===== src/hdl/fel_pkg.sv =====
// Package for the float exp/log/pow pipeline: types, constants, float arithmetic and program.
`timescale 1ns / 1ps
package fel_pkg;

    // Pipeline geometry.
    localparam int NSTAGE = 55;
    localparam int NREG   = 5;
    localparam int SW     = 50;

    typedef logic [31:0] t_word;

    // Command codes.
    localparam logic [1:0] CMD_EXP = 2'd0;
    localparam logic [1:0] CMD_LOG = 2'd1;
    localparam logic [1:0] CMD_POW = 2'd2;

    // Bit patterns of the constants.
    localparam t_word ALL_ONES  = 32'hFFFF_FFFF;
    localparam t_word QNAN_BITS = 32'h7FC0_0000;
    localparam t_word PINF_BITS = 32'h7F80_0000;
    localparam t_word F_ONE     = 32'h3F80_0000;
    localparam t_word F_MONE    = 32'hBF80_0000;
    localparam t_word F_HALF    = 32'h3F00_0000;
    localparam t_word F_ZERO    = 32'h0000_0000;
    localparam t_word EXP_HI    = 32'h42B0_C0A5;
    localparam t_word EXP_LO    = 32'hC2B0_C0A5;
    localparam t_word LOG2E     = 32'h3FB8_AA3B;
    localparam t_word RED_C1    = 32'h3F31_8000;
    localparam t_word RED_C2    = 32'hB95E_8083;
    localparam t_word SQRT_HALF = 32'h3F35_04F3;
    localparam t_word EP0 = 32'h3950_6967;
    localparam t_word EP1 = 32'h3AB7_43CE;
    localparam t_word EP2 = 32'h3C08_8908;
    localparam t_word EP3 = 32'h3D2A_A9C1;
    localparam t_word EP4 = 32'h3E2A_AAAA;
    localparam t_word EP5 = 32'h3F00_0000;
    localparam t_word LP0 = 32'h3D90_21BB;
    localparam t_word LP1 = 32'hBDEB_D1B8;
    localparam t_word LP2 = 32'h3DEF_251A;
    localparam t_word LP3 = 32'hBDFE_5D4F;
    localparam t_word LP4 = 32'h3E11_E9BF;
    localparam t_word LP5 = 32'hBE2A_AE50;
    localparam t_word LP6 = 32'h3E4C_CEAC;
    localparam t_word LP7 = 32'hBE7F_FFFC;
    localparam t_word LP8 = 32'h3EAA_AAAA;

    // Stage operations and operand sources.
    typedef enum logic [2:0] {
        OP_ADD, OP_MUL, OP_FLOOR, OP_LOGOUT, OP_EXPIN, OP_FINAL
    } t_op;

    typedef enum logic [2:0] {
        SRC_X, SRC_Y, SRC_Z, SRC_T, SRC_U, SRC_K, SRC_B, SRC_P2N
    } t_src;

    typedef struct packed {
        t_op   op;
        t_src  dst;
        t_src  sa;
        t_src  sb;
        logic  negb;
        t_word k;
    } t_instr;

    // Everything that travels with one transaction down the pipeline.
    typedef struct packed {
        logic [1:0]              cmd;
        t_word                   a;
        t_word                   b;
        logic                    last;
        logic                    lspec;
        logic                    linf;
        logic                    enan;
        logic signed [9:0]       n;
        t_word [NREG-1:0]        regs;
    } t_slot;

    // Normalize, round to nearest even and pack. Value is s / 2^(SW-1) * 2^(e-127).
    function automatic t_word fp_pack(input logic sgn, input logic signed [10:0] e,
                                      input logic [SW-1:0] s);
        logic [5:0]         lz;
        logic [SW-1:0]      sn;
        logic [SW-1:0]      sd;
        logic signed [10:0] en;
        logic signed [10:0] sh;
        logic               lost;
        logic               g;
        logic               st;
        logic               rup;
        logic [23:0]        m;
        logic [7:0]         fe;
        logic [30:0]        mag;
        lz = '0;
        for (int i = 0; i < SW; i++) begin
            if (s[i]) lz = 6'(SW - 1 - i);
        end
        sn   = s << lz;
        en   = e - $signed({5'b0, lz});
        sd   = sn;
        lost = 1'b0;
        fe   = en[7:0];
        // Results below the normal range shift right into the subnormal field.
        if (en <= 11'sd0) begin
            sh = 11'sd1 - en;
            fe = '0;
            if (sh >= $signed(11'(SW))) begin
                sd   = '0;
                lost = |sn;
            end else begin
                sd   = sn >> sh[5:0];
                lost = |(sn << (6'(SW) - sh[5:0]));
            end
        end
        m   = sd[SW-1 -: 24];
        g   = sd[SW-25];
        st  = (|sd[SW-26:0]) | lost;
        rup = g & (st | m[0]);
        mag = {fe, m[22:0]} + 31'(rup);
        if (s == '0) return {sgn, 31'b0};
        if (en >= 11'sd255) return {sgn, 8'hFF, 23'b0};
        return {sgn, mag};
    endfunction

    // Single-precision addition.
    function automatic t_word fp_add(input t_word a, input t_word b);
        logic               swp;
        logic               sl;
        logic               sub;
        logic               st;
        logic [7:0]         el;
        logic [7:0]         es;
        logic [7:0]         d;
        logic [23:0]        ml;
        logic [23:0]        ms;
        logic [SW-1:0]      xl;
        logic [SW-1:0]      xs;
        logic [SW-1:0]      sum;
        if ((a[30:23] == 8'hFF && a[22:0] != '0) || (b[30:23] == 8'hFF && b[22:0] != '0))
            return QNAN_BITS;
        if (a[30:23] == 8'hFF && b[30:23] == 8'hFF && a[31] != b[31]) return QNAN_BITS;
        if (a[30:23] == 8'hFF) return a;
        if (b[30:23] == 8'hFF) return b;
        swp = a[30:0] < b[30:0];
        sl  = swp ? b[31] : a[31];
        sub = a[31] != b[31];
        el  = swp ? b[30:23] : a[30:23];
        es  = swp ? a[30:23] : b[30:23];
        ml  = swp ? {b[30:23] != '0, b[22:0]} : {a[30:23] != '0, a[22:0]};
        ms  = swp ? {a[30:23] != '0, a[22:0]} : {b[30:23] != '0, b[22:0]};
        if (el == '0) el = 8'd1;
        if (es == '0) es = 8'd1;
        d  = el - es;
        xl = {1'b0, ml, 25'b0};
        xs = {1'b0, ms, 25'b0};
        // Align the smaller operand and keep a sticky bit of what falls off.
        if (d >= 8'd50) begin
            st = |ms;
            xs = '0;
        end else begin
            st = |(xs << (6'(SW) - d[5:0]));
            xs = xs >> d[5:0];
        end
        xs[0] = xs[0] | st;
        sum   = sub ? (xl - xs) : (xl + xs);
        return fp_pack((sub && sum == '0) ? 1'b0 : sl, $signed({3'b0, el}) + 11'sd1, sum);
    endfunction

    // Single-precision multiplication.
    function automatic t_word fp_mul(input t_word a, input t_word b);
        logic        sgn;
        logic        za;
        logic        zb;
        logic        ia;
        logic        ib;
        logic [7:0]  ea;
        logic [7:0]  eb;
        logic [47:0] p;
        sgn = a[31] ^ b[31];
        ia  = a[30:23] == 8'hFF;
        ib  = b[30:23] == 8'hFF;
        za  = a[30:0] == '0;
        zb  = b[30:0] == '0;
        if ((ia && a[22:0] != '0) || (ib && b[22:0] != '0)) return QNAN_BITS;
        if ((ia && zb) || (za && ib)) return QNAN_BITS;
        if (ia || ib) return {sgn, 8'hFF, 23'b0};
        if (za || zb) return {sgn, 31'b0};
        ea = (a[30:23] == '0) ? 8'd1 : a[30:23];
        eb = (b[30:23] == '0) ? 8'd1 : b[30:23];
        p  = 48'({a[30:23] != '0, a[22:0]}) * 48'({b[30:23] != '0, b[22:0]});
        return fp_pack(sgn, $signed({3'b0, ea}) + $signed({3'b0, eb}) - 11'sd126, {p, 2'b0});
    endfunction

    // Floor of a float of small magnitude as a signed integer.
    function automatic logic signed [9:0] fp_floor(input t_word v);
        logic [7:0]  e;
        logic [23:0] m;
        logic [4:0]  sh;
        logic [23:0] ip;
        logic        frac;
        logic [9:0]  mag;
        e = v[30:23];
        m = {1'b1, v[22:0]};
        if (e < 8'd127) return (v[31] && v[30:0] != '0) ? -10'sd1 : 10'sd0;
        if (e > 8'd135) return 10'sd0;
        sh   = 5'(8'd150 - e);
        ip   = m >> sh;
        frac = |(m << (5'd24 - sh));
        mag  = ip[9:0];
        if (v[31]) return $signed(10'd0 - mag - 10'(frac));
        return $signed(mag);
    endfunction

    // Exact conversion of a small signed integer to a float.
    function automatic t_word fp_from_int(input logic signed [9:0] n);
        logic [9:0]  mag;
        logic [3:0]  pos;
        logic [22:0] fr;
        mag = n[9] ? (10'd0 - 10'(n)) : 10'(n);
        pos = '0;
        for (int i = 0; i < 10; i++) begin
            if (mag[i]) pos = 4'(i);
        end
        fr = 23'({13'b0, mag} << (5'd23 - 5'(pos)));
        if (n == 10'sd0) return F_ZERO;
        return {n[9], 8'd127 + 8'(pos), fr};
    endfunction

    // Power of two 2^n built in the exponent field, clamped to the field range.
    function automatic t_word fp_pow2(input logic signed [9:0] n);
        logic signed [10:0] bi;
        bi = $signed({n[9], n}) + 11'sd127;
        if (bi < 11'sd0) bi = 11'sd0;
        if (bi > 11'sd255) bi = 11'sd255;
        return {1'b0, bi[7:0], 23'b0};
    endfunction

    // Ordering key: unsigned compare of keys matches float compare.
    function automatic t_word fp_key(input t_word w);
        return w[31] ? ~w : {1'b1, w[30:0]};
    endfunction

    function automatic t_instr mk(input t_op op, input t_src dst, input t_src sa,
                                  input t_src sb, input logic negb, input t_word k);
        t_instr r;
        r.op   = op;
        r.dst  = dst;
        r.sa   = sa;
        r.sb   = sb;
        r.negb = negb;
        r.k    = k;
        return r;
    endfunction

    // Operation of each pipeline stage: log part, pow product, exp part, then the final result select.
    function automatic t_instr fel_prog(input logic [5:0] idx);
        t_instr r;
        unique case (idx)
            6'd0:  r = mk(OP_ADD, SRC_X, SRC_X, SRC_K, 1'b0, F_MONE);
            6'd1:  r = mk(OP_ADD, SRC_U, SRC_U, SRC_Y, 1'b1, F_ZERO);
            6'd2:  r = mk(OP_ADD, SRC_X, SRC_X, SRC_Z, 1'b0, F_ZERO);
            6'd3:  r = mk(OP_MUL, SRC_Z, SRC_X, SRC_X, 1'b0, F_ZERO);
            6'd4:  r = mk(OP_MUL, SRC_Y, SRC_X, SRC_K, 1'b0, LP0);
            6'd5:  r = mk(OP_ADD, SRC_Y, SRC_Y, SRC_K, 1'b0, LP1);
            6'd6:  r = mk(OP_MUL, SRC_Y, SRC_Y, SRC_X, 1'b0, F_ZERO);
            6'd7:  r = mk(OP_ADD, SRC_Y, SRC_Y, SRC_K, 1'b0, LP2);
            6'd8:  r = mk(OP_MUL, SRC_Y, SRC_Y, SRC_X, 1'b0, F_ZERO);
            6'd9:  r = mk(OP_ADD, SRC_Y, SRC_Y, SRC_K, 1'b0, LP3);
            6'd10: r = mk(OP_MUL, SRC_Y, SRC_Y, SRC_X, 1'b0, F_ZERO);
            6'd11: r = mk(OP_ADD, SRC_Y, SRC_Y, SRC_K, 1'b0, LP4);
            6'd12: r = mk(OP_MUL, SRC_Y, SRC_Y, SRC_X, 1'b0, F_ZERO);
            6'd13: r = mk(OP_ADD, SRC_Y, SRC_Y, SRC_K, 1'b0, LP5);
            6'd14: r = mk(OP_MUL, SRC_Y, SRC_Y, SRC_X, 1'b0, F_ZERO);
            6'd15: r = mk(OP_ADD, SRC_Y, SRC_Y, SRC_K, 1'b0, LP6);
            6'd16: r = mk(OP_MUL, SRC_Y, SRC_Y, SRC_X, 1'b0, F_ZERO);
            6'd17: r = mk(OP_ADD, SRC_Y, SRC_Y, SRC_K, 1'b0, LP7);
            6'd18: r = mk(OP_MUL, SRC_Y, SRC_Y, SRC_X, 1'b0, F_ZERO);
            6'd19: r = mk(OP_ADD, SRC_Y, SRC_Y, SRC_K, 1'b0, LP8);
            6'd20: r = mk(OP_MUL, SRC_Y, SRC_Y, SRC_X, 1'b0, F_ZERO);
            6'd21: r = mk(OP_MUL, SRC_Y, SRC_Y, SRC_Z, 1'b0, F_ZERO);
            6'd22: r = mk(OP_MUL, SRC_T, SRC_U, SRC_K, 1'b0, RED_C2);
            6'd23: r = mk(OP_ADD, SRC_Y, SRC_Y, SRC_T, 1'b0, F_ZERO);
            6'd24: r = mk(OP_MUL, SRC_T, SRC_Z, SRC_K, 1'b0, F_HALF);
            6'd25: r = mk(OP_ADD, SRC_Y, SRC_Y, SRC_T, 1'b1, F_ZERO);
            6'd26: r = mk(OP_ADD, SRC_X, SRC_X, SRC_Y, 1'b0, F_ZERO);
            6'd27: r = mk(OP_MUL, SRC_T, SRC_U, SRC_K, 1'b0, RED_C1);
            6'd28: r = mk(OP_ADD, SRC_X, SRC_X, SRC_T, 1'b0, F_ZERO);
            6'd29: r = mk(OP_LOGOUT, SRC_U, SRC_X, SRC_X, 1'b0, F_ZERO);
            6'd30: r = mk(OP_MUL, SRC_X, SRC_U, SRC_B, 1'b0, F_ZERO);
            6'd31: r = mk(OP_EXPIN, SRC_X, SRC_X, SRC_X, 1'b0, F_ZERO);
            6'd32: r = mk(OP_MUL, SRC_T, SRC_X, SRC_K, 1'b0, LOG2E);
            6'd33: r = mk(OP_ADD, SRC_T, SRC_T, SRC_K, 1'b0, F_HALF);
            6'd34: r = mk(OP_FLOOR, SRC_T, SRC_T, SRC_T, 1'b0, F_ZERO);
            6'd35: r = mk(OP_MUL, SRC_Z, SRC_T, SRC_K, 1'b0, RED_C1);
            6'd36: r = mk(OP_ADD, SRC_X, SRC_X, SRC_Z, 1'b1, F_ZERO);
            6'd37: r = mk(OP_MUL, SRC_Z, SRC_T, SRC_K, 1'b0, RED_C2);
            6'd38: r = mk(OP_ADD, SRC_X, SRC_X, SRC_Z, 1'b1, F_ZERO);
            6'd39: r = mk(OP_MUL, SRC_Y, SRC_X, SRC_K, 1'b0, EP0);
            6'd40: r = mk(OP_MUL, SRC_Z, SRC_X, SRC_X, 1'b0, F_ZERO);
            6'd41: r = mk(OP_ADD, SRC_Y, SRC_Y, SRC_K, 1'b0, EP1);
            6'd42: r = mk(OP_MUL, SRC_Y, SRC_Y, SRC_X, 1'b0, F_ZERO);
            6'd43: r = mk(OP_ADD, SRC_Y, SRC_Y, SRC_K, 1'b0, EP2);
            6'd44: r = mk(OP_MUL, SRC_Y, SRC_Y, SRC_X, 1'b0, F_ZERO);
            6'd45: r = mk(OP_ADD, SRC_Y, SRC_Y, SRC_K, 1'b0, EP3);
            6'd46: r = mk(OP_MUL, SRC_Y, SRC_Y, SRC_X, 1'b0, F_ZERO);
            6'd47: r = mk(OP_ADD, SRC_Y, SRC_Y, SRC_K, 1'b0, EP4);
            6'd48: r = mk(OP_MUL, SRC_Y, SRC_Y, SRC_X, 1'b0, F_ZERO);
            6'd49: r = mk(OP_ADD, SRC_Y, SRC_Y, SRC_K, 1'b0, EP5);
            6'd50: r = mk(OP_MUL, SRC_Y, SRC_Y, SRC_Z, 1'b0, F_ZERO);
            6'd51: r = mk(OP_ADD, SRC_Y, SRC_Y, SRC_X, 1'b0, F_ZERO);
            6'd52: r = mk(OP_ADD, SRC_Y, SRC_Y, SRC_K, 1'b0, F_ONE);
            6'd53: r = mk(OP_MUL, SRC_Y, SRC_Y, SRC_P2N, 1'b0, F_ZERO);
            default: r = mk(OP_FINAL, SRC_X, SRC_X, SRC_X, 1'b0, F_ZERO);
        endcase
        return r;
    endfunction

endpackage


===== src/hdl/fel_entry.sv =====
// First pipeline stage: log argument split, special-case flags and initial registers.
`timescale 1ns / 1ps
module fel_entry (
    input  logic          i_clk,
    input  logic          i_rst_n,
    input  logic          i_en,
    input  logic          i_valid,
    input  logic [1:0]    i_cmd,
    input  logic [31:0]   i_a,
    input  logic [31:0]   i_b,
    input  logic          i_last,
    output logic          o_valid,
    output fel_pkg::t_slot o_slot
);
    import fel_pkg::*;

    logic              r_valid;
    t_slot             r_slot;
    t_slot             n_slot;
    logic [7:0]        w_field;
    t_word             w_x0;
    logic              w_small;
    logic signed [9:0] w_eint;

    // Mantissa in [0.5, 1) and the adjusted exponent for the log.
    always_comb begin
        w_field = i_a[30:23];
        w_x0    = {9'h07E, i_a[22:0]};
        w_small = w_x0 < SQRT_HALF;
        w_eint  = $signed({2'b0, w_field}) - 10'sd126;

        n_slot          = '0;
        n_slot.cmd      = i_cmd;
        n_slot.a        = i_a;
        n_slot.b        = i_b;
        n_slot.last     = i_last;
        n_slot.lspec    = i_a[31] || w_field == 8'h00 || w_field == 8'hFF;
        n_slot.linf     = !i_a[31] && w_field == 8'hFF && i_a[22:0] == '0;
        n_slot.regs[SRC_X] = w_x0;
        n_slot.regs[SRC_Y] = w_small ? F_ONE : F_ZERO;
        n_slot.regs[SRC_Z] = w_small ? w_x0 : F_ZERO;
        n_slot.regs[SRC_T] = F_ZERO;
        n_slot.regs[SRC_U] = fp_from_int(w_eint);
    end

    // Valid bit under reset; payload moves with the enable.
    always_ff @(posedge i_clk) begin
        if (!i_rst_n) begin
            r_valid <= 1'b0;
        end else if (i_en) begin
            r_valid <= i_valid;
        end
    end

    always_ff @(posedge i_clk) begin
        if (i_en) begin
            r_slot <= n_slot;
        end
    end

    assign o_valid = r_valid;
    assign o_slot  = r_slot;
endmodule


===== config.mk =====
export PLATFORM = sky130hd
export DESIGN_NAME = fel_entry
export DESIGN_NICKNAME = d
export VERILOG_FILES = /design/src/hdl/fel_pkg.sv /design/src/hdl/fel_entry.sv
export SDC_FILE = /design/constraint.sdc
export NUM_CORES = 1
export LEC_CHECK = 0
export ABC_AREA = 1
export BUFFER_PORTS_ARGS = -buffer_cell sky130_fd_sc_hd__clkbuf_2
export CORE_UTILIZATION = 30
export CTS_BUF_LIST = sky130_fd_sc_hd__clkbuf_8
export DETAILED_ROUTE_END_ITERATION = 12
export GPL_TIMING_DRIVEN = 1
export PLACE_DENSITY_LB_ADDON = 0.15
export SYNTH_ARGS = -nofsm -noshare
export SYNTH_HDL_FRONTEND = slang
export SYNTH_SLANG_ARGS = --single-unit

===== constraint.sdc =====
create_clock -name i_clk -period 3.2 [get_ports i_clk]
set_input_delay 0.16 -clock i_clk [delete_from_list [all_inputs] [get_ports i_clk]]
set_output_delay 0.16 -clock i_clk [all_outputs]
set_load 0.03 [all_outputs]

[Yosys cells after proc, flatten, opt, wreduce, memory -nomap -nowiden]
Index checks and enable logic that the tools add are counted.
Cells by class
  shift-type cells: 1
  add/subtract/negate cells: 4
  eq/ne operators: 1
  reduce and logical (&&, ||, !) cells: 8
  mux-type cells: 15
  magnitude comparators: 1
Operators with widths (count)
  2-to-1 mux 32 bit: 2
  2-to-1 mux 30 bit: 2
  2-to-1 mux 4 bit: 8
  < comparator 30 bit, second input constant: 1
  logical NOT 23 bit: 1
  left shift 10 x 5 -> 23 bit: 1
  logical NOT 10 bit: 1
  2-to-1 mux 10 bit: 1
  subtractor 1 x 9 -> 10 bit, first input constant: 1
  subtractor 8 x 7 -> 9 bit, second input constant: 1
  adder 7 x 4 -> 8 bit, first input constant: 1
  == test 8 bit, second input constant: 1
  logical NOT 8 bit: 1
  subtractor 5 x 4 -> 5 bit, first input constant: 1
  logical AND 1 bit: 2
  logical OR 1 bit: 2
  2-to-1 mux 1 bit: 2
  logical NOT 1 bit: 1
Word-level totals
  register bits after elaboration: 189
  bits of input ports: 71
  logic and storage cells: 42

[Logic depth before layout (Yosys ltp)]
Gate-level depths: netlist (run 1).
  depth in word-level cells: 15
  mapped depth: 20
  depth with buffers taken out: 19

[Least setup slack after synthesis (run 1)]
Ideal clock, no wire load.
  kind: input port to flip-flop
  start: in i_a[24]
  end: reg r_slot, in the netlist o_slot[154] (data pin)
  path buffers: 1
  cell stages on the path: 15
  arrival: 1831 ps
  slack: 1088 ps
  cells stage by stage: ha_1 > nor2_1 > nand2_1 > nand3_1 > xor2_2 > nand2_1 > nand2_2 > nand2_4 > nand2_4 > buf_12 > inv_1 > nand3_1 > inv_1 > ha_1 > nor2_1
On the way
  cells in the longest elaborated chain, start to end: 14
  elaborated cells between the ends (all ways): 16
RTL lines
  from (decl): line fel_entry.sv:9  | input logic [31:0] i_a,
  subtractor 8 x 7 -> 9 bit (*): line fel_entry.sv:30  | w_eint = $signed({2'b0, w_field}) - 10'sd126;
  subtractor 1 x 9 -> 10 bit: line fel_pkg.sv:218  | mag = n[9] ? (10'd0 - 10'(n)) : 10'(n);
  2-to-1 mux 10 bit: line fel_pkg.sv:218
  2-to-1 mux 1 bit: line fel_pkg.sv:221  | if (mag[i]) pos = 4'(i);
  2-to-1 mux 4 bit (8 in a row): line fel_pkg.sv:221
  adder 7 x 4 -> 8 bit: line fel_pkg.sv:225  | return {n[9], 8'd127 + 8'(pos), fr};
  2-to-1 mux 32 bit (*): line fel_pkg.sv:225
  to (signal assigned): line fel_entry.sv:57  | r_slot <= n_slot;
  to (decl): line fel_entry.sv:18  | t_slot r_slot;
Mark *: on every way between the ends. The rest lies on a longest branch, timed or not.
A chain may end at the register's enable or synchronous reset.

[Worst setup path in the final report (run 1)]
  start: in i_a[25]
  end: reg r_slot, in the netlist o_slot[154] (data pin)
On the way
  cells in the longest elaborated chain, start to end: 13
  elaborated cells between the ends (all ways): 16
RTL lines (line)
  subtractor 8 x 7 -> 9 bit (*): fel_entry.sv:30
  subtractor 1 x 9 -> 10 bit / 2-to-1 mux 10 bit (equally long branches): fel_pkg.sv:218
  2-to-1 mux 10 bit / 2-to-1 mux 1 bit (equally long branches): fel_pkg.sv:218, fel_pkg.sv:221
  2-to-1 mux 4 bit (8 in a row): fel_pkg.sv:221
  adder 7 x 4 -> 8 bit: fel_pkg.sv:225
  2-to-1 mux 32 bit (*): fel_pkg.sv:225
Marks and branches as above.

==> results.sh, run 1 <==
export IMPL_share_of_cells_above_drive_strength_1_pct=39.00
export IMPL_placed_cells_incl_taps=940
export IMPL_relSlewSlack_pct=53.36
export IMPL_top_usage_layer="met2"
export IMPL_synth_adder_area_share_pct=1.502
export IMPL_cts_root_buf="clkbuf_8"
export IMPL_routed_wire_length_mm=13.74
export IMPL_cp_start_kind="input port"
export IMPL_grt_start_max_net_pins=55
export IMPL_critical_path_cell_count=16
export IMPL_h_tree_depth=4
export IMPL_path_buf_inv=4
export IMPL_worst_setup_path_endpoint="o_slot[154]"
export IMPL_synth_enable_flop_cells=124
export IMPL_post_cts_resized=0
export IMPL_critical_path_cell_chain="dlygate4sd3_1 > clkbuf_2 > ha_1 > nor2_1 > nand2_1 > nand3_1 > xor2_2 > nand2_1 > nand2_2 > nand2_4 > nand2_4 > inv_1 > nand3_1 > inv_1 > ha_1 > nor2_1"
export IMPL_reg2regPathDepth=3
export IMPL_fmax_mhz=405.6
export IMPL_synth_seq_area_share_pct=64.22
export IMPL_max_cap_viol_count=0
export IMPL_netlist_cell_type_count=34
export IMPL_synth_main_ff_cell="edfxtp_1"
export IMPL_setup_violations_final=0
export IMPL_period_minus_slack_ns=2.466
export IMPL_total_of_warnings_raised_by_yosys=0
export IMPL_post_detailed_route_count_of_antenna_violating_nets=0
export IMPL_per_cell_routed_wire_length_um=13.25
export IMPL_synth_simple_gate_area_share_pct=12.73
export IMPL_post_cts_hold_buffer_count=65
export IMPL_cp_slowest_stage_delay_ns=0.53
export IMPL_setup_worst_path_class="input port to flop"
export IMPL_maxSlewViolCount=0
export IMPL_dominant_combinational_cell_family_by_area_after_synthesis="buffers and inverters"
export IMPL_yosys_mux_area_fraction_pct=0
export IMPL_drt_iter0_drc=136
export IMPL_leakage_nw=3.712
export IMPL_power_per_unit_of_standard_cell_area_mw_per_mm2=569.7
export IMPL_cts_sinks=125
export IMPL_rr_endpoint="o_valid"
export IMPL_post_synth_instance_area_mm2=0.005829
export IMPL_route_detailed_drc=0
export IMPL_most_used_cells_in_the_layout_excluding_fill_and_tap_cells="230 x clkbuf_2, 124 x edfxtp_1, 98 x conb_1"
export IMPL_start_util_pct=30.85
export IMPL_worstMarginPinSlew_ns=0.6996
export IMPL_post_synth_xor_area_fraction_pct=0.8800
export IMPL_count_of_state_elements_after_synthesis=125
export IMPL_num_antenna_cells=0
export IMPL_placeable_core_region_mm2=0.01889
export IMPL_core_rowCount=50
export IMPL_final_common_cell="clkbuf_2"
export IMPL_cpLargestDelayFamily="simple AND/OR/NAND/NOR gates"
export IMPL_cts_inserted_buffers=17
export IMPL_die_h_um=141.4
export IMPL_gp_congestion=0.7698
export IMPL_max_clock_path_buffers=2
export IMPL_clock_skew_final_ns=0
export IMPL_global_route_usage_met2_pct=25.85
export IMPL_detailroute_via_count=4040
export IMPL_place_ws_ns=0.7526
export IMPL_max_vdd_ir_drop_mv=0.1934
export IMPL_drtPass1Iterations=4
export IMPL_regToRegSetupSlack_ns=1.98
export IMPL_cts_reportedPaths_clkPinSlew_ns=0.08
export IMPL_end_kind="flop"
export IMPL_cp_max_fo=12
export IMPL_via_density_per_instance=3.896
export IMPL_insertion_delay_ns=0.43
export IMPL_postSynthCellCount=469
export IMPL_total_routing_resource_utilization_after_global_routing_pct=13.56
export IMPL_antenna_violations_before_repair=0
export IMPL_rsz0062_at_grt="no"
export IMPL_grt_pass1_wl_mm=20.19
export IMPL_dp_hpwl_mm=10.13
export IMPL_met1_usage_pct=14.07
export IMPL_cp_arrival_ns=2.64
export IMPL_cts_setup_buffers=0
export IMPL_required_ns=3.38
export IMPL_cts_tree="built"
export IMPL_postSynthAreaPerCell_um2=12.43
export IMPL_area_growth_syn_to_layout_pct=35.35
export IMPL_synth_compound_gate_area_share_pct=1.889
export IMPL_period_share_pct=77.05
export IMPL_finish_net_count=842
export IMPL_critical_path_reg2reg_startpoint="o_valid"
export IMPL_worstSetupStartpoint="i_a[25]"
export IMPL_async_reset_ff_share_pct=0
export IMPL_grt_overflow=0
export IMPL_timing_final_hold_violations=0
export IMPL_design_die_area_mm2=0.01999
export IMPL_hold_path_class="input port to flop"
export IMPL_outcome="complete, no violations"
export IMPL_ios=312
export IMPL_dieWidth_um=141.4
export IMPL_final_setup_tns_ns=0
export IMPL_met3_usage_pct=3.544
export IMPL_post_layout_nonfiller_instances=1037
export IMPL_grt_pass1_vias=3854
export IMPL_crit_path_top_delay_cell="dlygate4sd3_1"
export IMPL_fin_ws_ns=0.7344
export IMPL_portBuffers=231
==> through the flow <==
stage	total power (W)	hold WS, ns	instance area, µm²	util, %
after CTS	0.004557	0.009519	7890	41.76
after global placement	0.002981	0.3381	6810	36.05
final	0.004495	0.04902	7890	41.76
after detailed placement	0.002985	0.3386	6810	36.05
after floorplan	0.002811	0.2535	6190	-
after global routing	0.004682	0.03437	7890	41.76
==> worst min-delay path by stage <==
stage / start / to / cells past startpoint
floorplan: i_en / o_valid / 1
global placement: i_b[27] / o_slot[201] / 1
detailed placement: i_b[21] / o_slot[195] / 1
CTS: i_a[26] / o_slot[232] / 1
global route: i_a[30] / o_slot[236] / 1
finish: i_a[26] / o_slot[232] / 1
==> flip-flops by register name (all words and copies together) (netlist names) <==
signal   count
o_valid      1
o_slot     124
==> cell usage after synthesis, types with 4 or more instances <==
library cell / count / area (µm²)
a21oi_1: 5 / 25.02
buf_4: 116 / 870.8
edfxtp_1: 124 / 3724
ha_1: 7 / 87.58
inv_1: 44 / 165.2
nand2_1: 38 / 142.6
nand2_2: 11 / 68.82
nand2_4: 8 / 90.09
nand3_1: 19 / 95.09
nand4_1: 5 / 31.28
nor2_1: 42 / 157.7
nor2_2: 5 / 31.28
nor3_1: 4 / 20.02
nor4_1: 5 / 31.28
o21ai_0: 4 / 20.02
==> cells by family after synthesis <==
kind of cell | Yosys count
buffers and inverters | 168
other | 2
XOR/XNOR | 5
AND/OR/NAND/NOR | 144
AO/OA/AOI/OAI | 18
flip-flops | 125
adder cells (fa/ha/maj) | 7
==> metal layers <==
layer / part of all wire, % / wire length, µm / up-vias
met3: 6.1 / 843 / 15
met2: 53 / 7349 / 199
met1: 39 / 5339 / 1881
met5: 0 / 0 / -
met4: 1.5 / 207 / 0
li1: - / - / 1945
==> layout make-up <==
class	count	area, µm²
sequential	125	3744
clock buffer	17	234.0
tap	260	325.3
multi-input combinational	272	1359
inverter	49	188.9
fill	1846	11000
timing repair buffer	299	1844
clock inverter	15	195.2
==> where the power goes <==
part | switching [W] | internal, W | leakage (nW)
clock | 0.000645 | 0.000847 | 0.210
sequential | 0.0000465 | 0.00196 | 1.22
combinational | 0.000744 | 0.000255 | 2.28
total | 0.00144 | 0.00306 | 3.71
Note: power is estimated with default switching activity, not from simulation.
==> run 2, diff against run 1 <==
Clock period 3.2 ns to 2.25 ns, I/O delays scaled along.
==> run 2 against run 1 <==
  * Combinational power grew 49%
  * Non-clock buffer count grew 15
  * Sequential power grew 43%
  * Largest power group unchanged
==> results.sh, run 2 (synthesis gave the netlist of run 1 again) <==
export IMPL_outcome="complete, no violations"
export IMPL_area_growth_syn_to_layout_pct=38.01
export IMPL_power_w=0.006125
export IMPL_antenna_violations_before_repair=0
export IMPL_gp_congestion=0.7679
export IMPL_required_ns=2.53
export IMPL_dieWidth_um=141.4
export IMPL_share_of_cells_above_drive_strength_1_pct=41.29
export IMPL_post_dp_cell_area_mm2=0.006918
export IMPL_ios=312
export IMPL_grt_start_max_net_pins=56
export IMPL_setup_worst_path_class="input port to flop"
export IMPL_period_share_pct=96.59
export IMPL_period_minus_slack_ns=2.173
export IMPL_cp_max_fo=7
export IMPL_insertion_delay_ns=0.43
export IMPL_design_die_area_mm2=0.01999
export IMPL_max_clock_path_buffers=2
export IMPL_placed_cells_incl_taps=951
export IMPL_placeable_core_region_mm2=0.01889
export IMPL_largest_register_ffs=124
export IMPL_grt_pass1_vias=3877
export IMPL_end_kind="flop"
export IMPL_final_common_cell="clkbuf_2"
export IMPL_drt_iter0_drc=189
export IMPL_leakage_nw=3.810
export IMPL_die_h_um=141.4
export IMPL_cts_root_buf="clkbuf_8"
export IMPL_power_per_unit_of_standard_cell_area_mw_per_mm2=761.3
export IMPL_routed_wire_length_mm=14.01
export IMPL_start_util_pct=30.85
export IMPL_total_routing_resource_utilization_after_global_routing_pct=13.87
export IMPL_timing_final_hold_violations=0
export IMPL_max_vdd_ir_drop_mv=0.3048
export IMPL_drtPass1Iterations=4
export IMPL_clock_skew_final_ns=0
export IMPL_num_antenna_cells=0
export IMPL_cts_inserted_buffers=17
export IMPL_cp_start_kind="input port"
export IMPL_fin_hold_ws_ns=0.04289
export IMPL_most_used_cells_in_the_layout_excluding_fill_and_tap_cells="227 x clkbuf_2, 124 x edfxtp_1, 98 x conb_1"
export IMPL_grt_pass1_wl_mm=20.60
export IMPL_portBuffers=231
export IMPL_setup_violations_final=0
export IMPL_cts_sinks=125
export IMPL_per_cell_routed_wire_length_um=13.31
export IMPL_fillCellCount=1832
export IMPL_finalCoreUtilization_pct=42.58
export IMPL_cp_arrival_ns=2.46
export IMPL_core_rowCount=50
export IMPL_h_tree_depth=4
export IMPL_detailroute_via_count=4122
export IMPL_hold_path_class="input port to flop"
export IMPL_route_detailed_drc=0
export IMPL_post_detailed_route_count_of_antenna_violating_nets=0
export IMPL_via_density_per_instance=3.918
export IMPL_cts_tree="built"
export IMPL_finish_net_count=857
export IMPL_dp_hpwl_mm=10.34
export IMPL_post_layout_nonfiller_instances=1052
export IMPL_final_area_mm2=0.008045
export IMPL_cts_reportedPaths_clkPinSlew_ns=0.07
export IMPL_final_seq_area_mm2=0.003744
export IMPL_maxSlewViolCount=0
export IMPL_max_cap_viol_count=0
export IMPL_multiInputGateArea_mm2=0.001440
export IMPL_grt_overflow=0
export IMPL_fmax_mhz=460.2
## run 2: worst paths after layout
path                              start           to  slack, ns  cells after the start
worst max register to register  o_valid      o_valid       1.03                      3
worst min-delay path            i_a[25]  o_slot[231]       0.04                      2
worst max-delay path            i_a[26]  o_slot[153]       0.08                     18
worst min register to register  o_valid      o_valid       1.13                      3
## run 2: metal layers
metal	wire length (µm)	vias to the layer above	GRT usage [%]
met2	7571	194	25.79
li1	-	1978	-
met5	0	-	0
met1	5397	1940	14.57
met4	175	0	5.546
met3	863	10	4.185
## run 2: report_power, final
| part | switching (W) | internal (W) |
|---|---|---|
| Clock | 0.000920 | 0.000868 |
| Combinational | 0.00108 | 0.000406 |
| Sequential | 0.0000670 | 0.00278 |
## run 2: critical path: stages
cell and delay [ns]:
dlygate4sd3_1 0.52, clkbuf_4 0.19, nand2_4 0.09, nor2_4 0.18, nand2_4 0.09, nand2_4 0.10, inv_4 0.06, nand2_1 0.06
nand2_1 0.06, nand2_2 0.12, inv_2 0.05, nand2_2 0.08, nand2_4 0.06, nand2_4 0.07, inv_1 0.06, ha_1 0.18
or2_1 0.23, a21oi_2 0.13
## run 2: through the flow
| stage | TNS, ns | setup slack, ns |
|---|---|---|
| 2_1_floorplan | 0 | 0.1860 |
| 3_3_place_gp | 0 | 0.04505 |
| 3_5_place_dp | 0 | 0.002060 |
| 4_1_cts | 0 | 0.02456 |
| 5_1_grt | -0.01560 | -0.01560 |
| 6_report | 0 | 0.07680 |
## run 2: what timing repair did
| item | in CTS | in global routing |
|---|---|---|
| hold endpoints to repair | 73 | 0 |
| endpoints found under the setup margin | 0 | 6 |
| setup buffers | 0 | 4 |
| gates resized for setup | 0 | 22 |
| hold buffers | 67 | 0 |
## run 2: area by class of cell
cell class / count / area share, %
clock buffers: 17 / 2.908
clock inverters: 15 / 1.540
inverters: 49 / 2.348
multi-input cells: 272 / 17.90
flip-flops and latches: 125 / 46.53
well taps: 260 / 4.044
repair buffers: 314 / 24.73
